### src/sv/nested_region_cycle_profiler_top_defines.svh
// assertion macros of the profiler rtl, used by its datapath
// expects aclk and aresetn in the scope of each use
`ifndef NESTED_REGION_CYCLE_PROFILER_TOP_DEFINES_SVH
`define NESTED_REGION_CYCLE_PROFILER_TOP_DEFINES_SVH

// same-cycle implication, disabled while in reset
`define NRCP_ASSERT_NOW(label, ante, cons, msg) \
    label: assert property (@(posedge aclk) disable iff (!aresetn) (ante) |-> (cons)) \
        else $error(msg);

// next-cycle implication, disabled while in reset
`define NRCP_ASSERT_NEXT(label, ante, cons, msg) \
    label: assert property (@(posedge aclk) disable iff (!aresetn) (ante) |=> (cons)) \
        else $error(msg);

`endif

### src/sv/nrcp_pkg.sv
// shared types, codes and defaults of the nested region cycle profiler
// no dependencies
package nrcp_pkg;

    localparam int MODE_W   = 2;
    localparam int ANCHOR_W = 8;
    localparam int TS_W     = 64;
    localparam int CNT_W    = 64;
    localparam int STAT_W   = 2;
    localparam int ANCHOR_N = 1 << ANCHOR_W;

    localparam int REGIONS_DEF    = 256;
    localparam int NEST_DEPTH_DEF = 16;

    localparam logic [MODE_W-1:0] MODE_START = 2'd0;
    localparam logic [MODE_W-1:0] MODE_END   = 2'd1;
    localparam logic [MODE_W-1:0] MODE_READ  = 2'd2;

    localparam logic [STAT_W-1:0] STAT_OK    = 2'd0;
    localparam logic [STAT_W-1:0] STAT_FULL  = 2'd1;
    localparam logic [STAT_W-1:0] STAT_EMPTY = 2'd2;

    typedef struct packed {
        logic [MODE_W-1:0]   mode;
        logic [ANCHOR_W-1:0] anchor_index;
        logic [TS_W-1:0]     timestamp;
    } in_item_t;

    typedef struct packed {
        logic [STAT_W-1:0]   status;
        logic [ANCHOR_W-1:0] region_out;
        logic [CNT_W-1:0]    inclusive_cycles;
        logic [CNT_W-1:0]    exclusive_cycles;
        logic [CNT_W-1:0]    hits;
    } out_item_t;

    // controller to datapath
    typedef struct packed {
        logic clear;
        logic accept;
        logic rd_report;
        logic rd_end;
        logic push;
        logic finish;
        logic upd1;
        logic upd2;
        logic emit;
    } dp_cmd_t;

    // datapath to controller
    typedef struct packed {
        logic clear_last;
        logic op_start;
        logic op_end;
        logic stk_empty;
        logic stk_full;
        logic out_free;
    } dp_status_t;

endpackage

### src/sv/nrcp_ctrl.sv
// sequencing state machine of the profiler
// depends on nrcp_pkg
module nrcp_ctrl (
    input  logic                 aclk,
    input  logic                 aresetn,
    input  logic                 s_valid,
    output logic                 s_ready,
    input  nrcp_pkg::dp_status_t status,
    output nrcp_pkg::dp_cmd_t    cmd
);

    localparam logic [2:0] ST_CLEAR = 3'd0;
    localparam logic [2:0] ST_IDLE  = 3'd1;
    localparam logic [2:0] ST_FRAME = 3'd2;
    localparam logic [2:0] ST_READ  = 3'd3;
    localparam logic [2:0] ST_UPD1  = 3'd4;
    localparam logic [2:0] ST_UPD2  = 3'd5;
    localparam logic [2:0] ST_EMIT  = 3'd6;

    logic [2:0] state_reg;
    logic [2:0] state_next;

    assign s_ready = (state_reg == ST_IDLE);

    always_comb begin
        cmd        = '0;
        state_next = state_reg;
        case (state_reg)
            ST_CLEAR: begin
                cmd.clear = 1'b1;
                if (status.clear_last) begin
                    state_next = ST_IDLE;
                end
            end
            ST_IDLE: begin
                if (s_valid) begin
                    cmd.accept = 1'b1;
                    state_next = ST_FRAME;
                end
            end
            ST_FRAME: begin
                cmd.rd_report = 1'b1;
                state_next    = ST_READ;
            end
            ST_READ: begin
                if (status.op_end && !status.stk_empty) begin
                    cmd.rd_end = 1'b1;
                    state_next = ST_UPD1;
                end else begin
                    cmd.finish = 1'b1;
                    cmd.push   = status.op_start && !status.stk_full;
                    state_next = ST_EMIT;
                end
            end
            ST_UPD1: begin
                cmd.upd1   = 1'b1;
                state_next = ST_UPD2;
            end
            ST_UPD2: begin
                cmd.upd2   = 1'b1;
                state_next = ST_EMIT;
            end
            ST_EMIT: begin
                if (status.out_free) begin
                    cmd.emit   = 1'b1;
                    state_next = ST_IDLE;
                end
            end
            default: begin
                state_next = ST_IDLE;
            end
        endcase
    end

    always_ff @(posedge aclk) begin
        if (!aresetn) begin
            state_reg <= ST_CLEAR;
        end else begin
            state_reg <= state_next;
        end
    end

endmodule

### config.mk
export PLATFORM = sky130hd
export DESIGN_NAME = nrcp_ctrl
export DESIGN_NICKNAME = d
export VERILOG_FILES = /design/src/sv/nested_region_cycle_profiler_top_defines.svh /design/src/sv/nrcp_pkg.sv /design/src/sv/nrcp_ctrl.sv
export SDC_FILE = /design/constraint.sdc
export NUM_CORES = 1
export LEC_CHECK = 0
export BUFFER_PORTS_ARGS = -buffer_cell sky130_fd_sc_hd__buf_2
export CAP_MARGIN = 25
export CORE_AREA = 8 8 45 47
export DETAILED_ROUTE_END_ITERATION = 6
export DIE_AREA = 0 0 53 55
export SYNTH_ARGS = -nofsm -noshare
export SYNTH_HDL_FRONTEND = slang
export SYNTH_SLANG_ARGS = --single-unit
### constraint.sdc
create_clock -name aclk -period 3.3 [get_ports aclk]
set_input_delay 0.66 -clock aclk [delete_from_list [all_inputs] [get_ports aclk]]
set_output_delay 0.66 -clock aclk [all_outputs]
set_load 0.02 [all_outputs]
==> out/results.ini, run 1 <==
[run_status]
outcome=complete, no violations

[logic_synthesis]
yosys_register_bits=3
synth_top_family_by_area=simple AND/OR/NAND/NOR gates
synth_seq_area_share_pct=19.75
synth_xor_xnor_area_share_pct=0
synth_compound_area_share_pct=25.10
synth_cells=40
muxShareOfSynthArea_pct=4.938
synth_area_um2=304.0
ys_warn_count=0
synth.distinct_cells=25
synthAdderAreaFrac_pct=4.115
syn_area_per_cell_um2=7.601
synthSimpleGateAreaFrac_pct=38.27
synth_nets=50

[min_path]
whs_endpoint=state_reg[0]$_SDFFE_PN0P_
whs_path_depth=2
hp-start=aresetn
hold_path_class=in -> reg

[clocking]
clock_latency_ns=0.23
clk_path_buf_depth=2
cts_made_buffers=3
path_clk_slew_ns=0.04
cts_sinks=3
post-cts-setup-buffers=0
cts_htree_levels=1
root_buffer=clkbuf_4
hold_buffers=0
cts_tree=built
cts_resized=0

[floorplanning]
rows=14
die_w_um=53
start_util_pct=21.97
ioPinCount=19
die_h_um=55
die-area_um2=2915
core-area_um2=1384

[job]
cap_violations=0

[final_layout]
n_antenna_cell=0
final_layout_size_suffix_gt1_share_pct=38.33
layout.nets=71
mostFrequentLayoutCells=18 x buf_2, 5 x nor2_1, 3 x inv_1, 3 x clkbuf_4, 3 x dfxtp_1
fillers=161
largest_reg_flops=3
syn_to_final_growth_pct=40.74
final_core_util_pct=30.92
layout_commonest_cell=buf_2

[setup_path]
cp.required_ns=2.64
crit_path_end_kind=primary output
crit_type=reg -> out
worst_ep_arrival_time_ns=1.48
r2r_cells=5
crit_fanout=15
worstReg2RegStart=state_reg[1]$_SDFFE_PN0P_
cp-start-kind=flip-flop
r2r_slack_ns=1.59
r2r-end=state_reg[0]$_SDFFE_PN0P_

[global_routing]
grt_max_degree=16
antenna_found_initial=0
grt_pass1_wl_um=1449
grt_pass1_vias=334
gr-total-overflow=0
track_usage_pct=6.667

[pwr]
pwr-share-clk_pct=17.8
p_switching_uw=175.9
swShare_pct=48.67
powerDensity_nw_per_um2=844.6
ir_drop_mv=0.3980
pwr-share-comb_pct=57.3
power_uw=361.4
p_int_uw=185.5
power_leakage_uw=0.0002047
pwr-share-seq_pct=25.0

[place]
gp_congestion=0.7645
hpwl_um=692.4
portBuffers=18

[routing]
wl_per_cell_um=11.38
drtIter0Drc=5
vias_per_cell=4.816
dr.pass1.iters=4
wirelength_um=865
num_vias=366
ant_nets=0
drc=0

[sta]
post-route-period-util_pct=64.98
final_hold_viol_count=0
setup_viol=0
clock_skew_ns=0.001911
min_period_ns=2.145
slew_headroom_pct=67.75
max_freq_mhz=466.3
fin_setup_tns_ns=0
drv_slew=0
worst_pin_slew_ns=0.4831
rsz0062_at_grt=no

[metal layers]
metal | share of wire, % | track usage [%]
met1 | 49 | 7.751
met2 | 47 | 9.570
met3 | 4.2 | 4.278
met4 | 0 | 2.586
met5 | 0 | 0
[area by class of cell]
cell class                 count  area [um^2]  share of cell area (%)
clock buffer                   4        26.28                   6.140
inverter                       3        11.26                   2.632
multi-input combinational     32        220.2                   51.46
sequential                     3        60.06                   14.04
tap                           16        20.02                   4.678
timing repair buffer          18        90.09                   21.05
[worst max-delay path by stage]
stage,from,to,slack [ns]
after detailed placement,status[3],cmd[4],1.29
after global placement,status[3],cmd[4],1.31
after floorplan,status[3],cmd[4],1.34
after CTS,state_reg[0]$_SDFFE_PN0P_,cmd[4],1.16
final,state_reg[0]$_SDFFE_PN0P_,cmd[4],1.16
after global routing,state_reg[0]$_SDFFE_PN0P_,cmd[4],1.04
[worst max-delay path, cell delays in order, from the launching register on]
cell and delay, ns:
dfxtp_1 0.61, nand3_1 0.21, nor4b_2 0.23, buf_2 0.20
[stage by stage]
step | hold WS (ns) | instance area (um^2) | setup slack [ns] | cells
floorplan | 0.6779 | 304.0 | 1.340 | 40
global placement | 0.7243 | 401.6 | 1.310 | 72
detailed placement | 0.7134 | 401.6 | 1.291 | 72
CTS | 0.6986 | 427.9 | 1.159 | 76
global route | 0.7112 | 427.9 | 1.044 | 76
finish | 0.7069 | 427.9 | 1.156 | 76
[cell families after synthesis]
group           count (synthesis)
simple gates                   20
mux                             1
buf+inv                         5
flops                           3
compound gates                 10
fa+ha+maj                       1
[synthesized netlist by cell type]
cell type | instances | area share, %
a211o_1 | 1 | 2.9
a21oi_1 | 1 | 1.6
a31oi_1 | 2 | 4.1
a32o_1 | 1 | 3.3
and2_1 | 1 | 2.1
and3_1 | 2 | 4.1
buf_2 | 1 | 1.6
buf_4 | 1 | 2.5
dfxtp_1 | 3 | 20
ha_1 | 1 | 4.1
inv_1 | 3 | 3.7
mux2_4 | 1 | 4.9
nand2_1 | 2 | 2.5
nand2b_1 | 2 | 4.1
nand3_1 | 1 | 1.6
nor2_1 | 5 | 6.2
nor2b_1 | 2 | 4.1
nor3_1 | 1 | 1.6
nor3b_1 | 2 | 4.9
nor4b_2 | 1 | 4.9
o2111ai_1 | 1 | 2.9
o21ai_0 | 2 | 3.3
o221a_1 | 1 | 3.7
o32a_1 | 1 | 3.3
or2_1 | 1 | 2.1
[power by group through the flow]
stage	clock network [uW]	registers (uW)	logic [uW]
after global routing	71.3	95.8	229
after detailed placement	0	89.5	209
final	64.2	90.3	207
after global placement	0	90.3	208
after CTS	68.1	88.8	210
after floorplan	0	64.2	182
Note: power is estimated with default switching activity, not from simulation.
==> inputs of run 2 (changes only) <==
==> constraint.sdc (replaced) <==
create_clock -name aclk -period 2.13 [get_ports aclk]
set_input_delay 0.426 -clock aclk [delete_from_list [all_inputs] [get_ports aclk]]
set_output_delay 0.426 -clock aclk [all_outputs]
set_load 0.02 [all_outputs]
==> out/results.ini, run 2 (synthesized netlist as in run 1, its figures left out) <==
[run_status]
outcome=complete, no violations

[place]
hpwl_um=715.3
gp_congestion=0.8673
placedCellCount=73
portBuffers=18
place_ws_ns=0.4650

[final_layout]
final_cells=77
n_antenna_cell=0
fillers=161
multi_input_area_um2=220.2
syn_to_final_growth_pct=43.21
layout.nets=72
layout_commonest_cell=buf_2
final_layout_size_suffix_gt1_share_pct=39.34
final_core_util_pct=31.46
mostFrequentLayoutCells=18 x buf_2, 5 x nor2_1, 3 x inv_1, 3 x clkbuf_4, 3 x dfxtp_1
largest_reg_flops=3
regArea_um2=60.06

[floorplanning]
die-area_um2=2915
core-area_um2=1384
die_h_um=55
start_util_pct=21.97
ioPinCount=19
die_w_um=53
rows=14

[pwr]
powerDensity_nw_per_um2=1313
ir_drop_mv=0.4782
power_leakage_uw=0.0002099

[sta]
slew_headroom_pct=77.30
whs_ns=0.4743
rsz0062_at_grt=no
worst_pin_slew_ns=0.3400
final_hold_viol_count=0
max_freq_mhz=553.2
post-route-period-util_pct=84.87
min_period_ns=1.808
setup_ws_ns=0.3223
fin_setup_tns_ns=0
setup_viol=0
drv_slew=0
clock_skew_ns=0.002049

[clocking]
cts_resized=0
post-cts-setup-buffers=0
clk_path_buf_depth=2
path_clk_slew_ns=0.04
hold_buffers=0
cts_made_buffers=3
cts_htree_levels=1
cts_tree=built
clock_latency_ns=0.23
cts_sinks=3
root_buffer=clkbuf_4

[global_routing]
grt_max_degree=12
track_usage_pct=6.874
grt_pass1_vias=344
antenna_found_initial=0
grt-busiest-layer=met2
use_met2_pct=9.961
met1_usage_pct=7.867
gr-total-overflow=0
grt_pass1_wl_um=1497
use_met3_pct=4.545

[setup_path]
worstReg2RegStart=state_reg[1]$_SDFFE_PN0P_
worstPathCellList=nand3_1 -> nor4b_2 -> buf_2
cp.required_ns=1.70
crit_fanout=11
cp_slowest_cell=dfxtp_1
path_delay_family=flip-flops
crit_buf_inv=1
crit_path_end_kind=primary output
cp-start-kind=flip-flop
max_stage_delay_ns=0.51
crit_type=reg -> out
critPathLaunch=state_reg[1]$_SDFFE_PN0P_
r2r_slack_ns=0.44
worst_ep_arrival_time_ns=1.38

[routing]
drc=0
num_vias=367
vias_per_cell=4.766
dr.pass1.iters=4
drtIter0Drc=9
wl_per_cell_um=11.64
wirelength_um=896
ant_nets=0

[job]
cap_violations=0

[min_path]
hp-start=aresetn
hold_path_class=in -> reg

run 2: final timing paths:
path | endpoint | cells after the start
worst max register to register | state_reg[0]$_SDFFE_PN0P_ | 5
worst min register to register | state_reg[2]$_SDFFE_PN0P_ | 2
worst min-delay path | state_reg[0]$_SDFFE_PN0P_ | 2
worst max-delay path | cmd[4] | 3
run 2: per-layer routing:
layer / vias up / part of all wire (%)
met4: 0 / 0
met1: 164 / 49
li1: 191 / -
met3: 0 / 7.9
met2: 12 / 43
met5: - / 0
run 2: layout make-up:
cell class | instances | share of cell area (%)
sequential | 3 | 13.79
multi-input combinational | 32 | 50.57
timing repair buffer | 19 | 22.41
inverter | 3 | 2.586
tap | 16 | 4.598
clock buffer | 4 | 6.034
run 2: where the power goes:
group / switching, uW / internal (uW)
sequential: 49.5 / 78.9
combinational: 198 / 147
clock: 28.6 / 70.1
total: 276 / 296
run 2: metrics by stage:
stage | power, uW | instance area (um^2)
6_report | 571.5 | 435.4
5_1_grt | 630.7 | 435.4
3_5_place_dp | 473.3 | 409.1
2_1_floorplan | 381.1 | 304.0
3_3_place_gp | 472.7 | 409.1
4_1_cts | 579.3 | 435.4
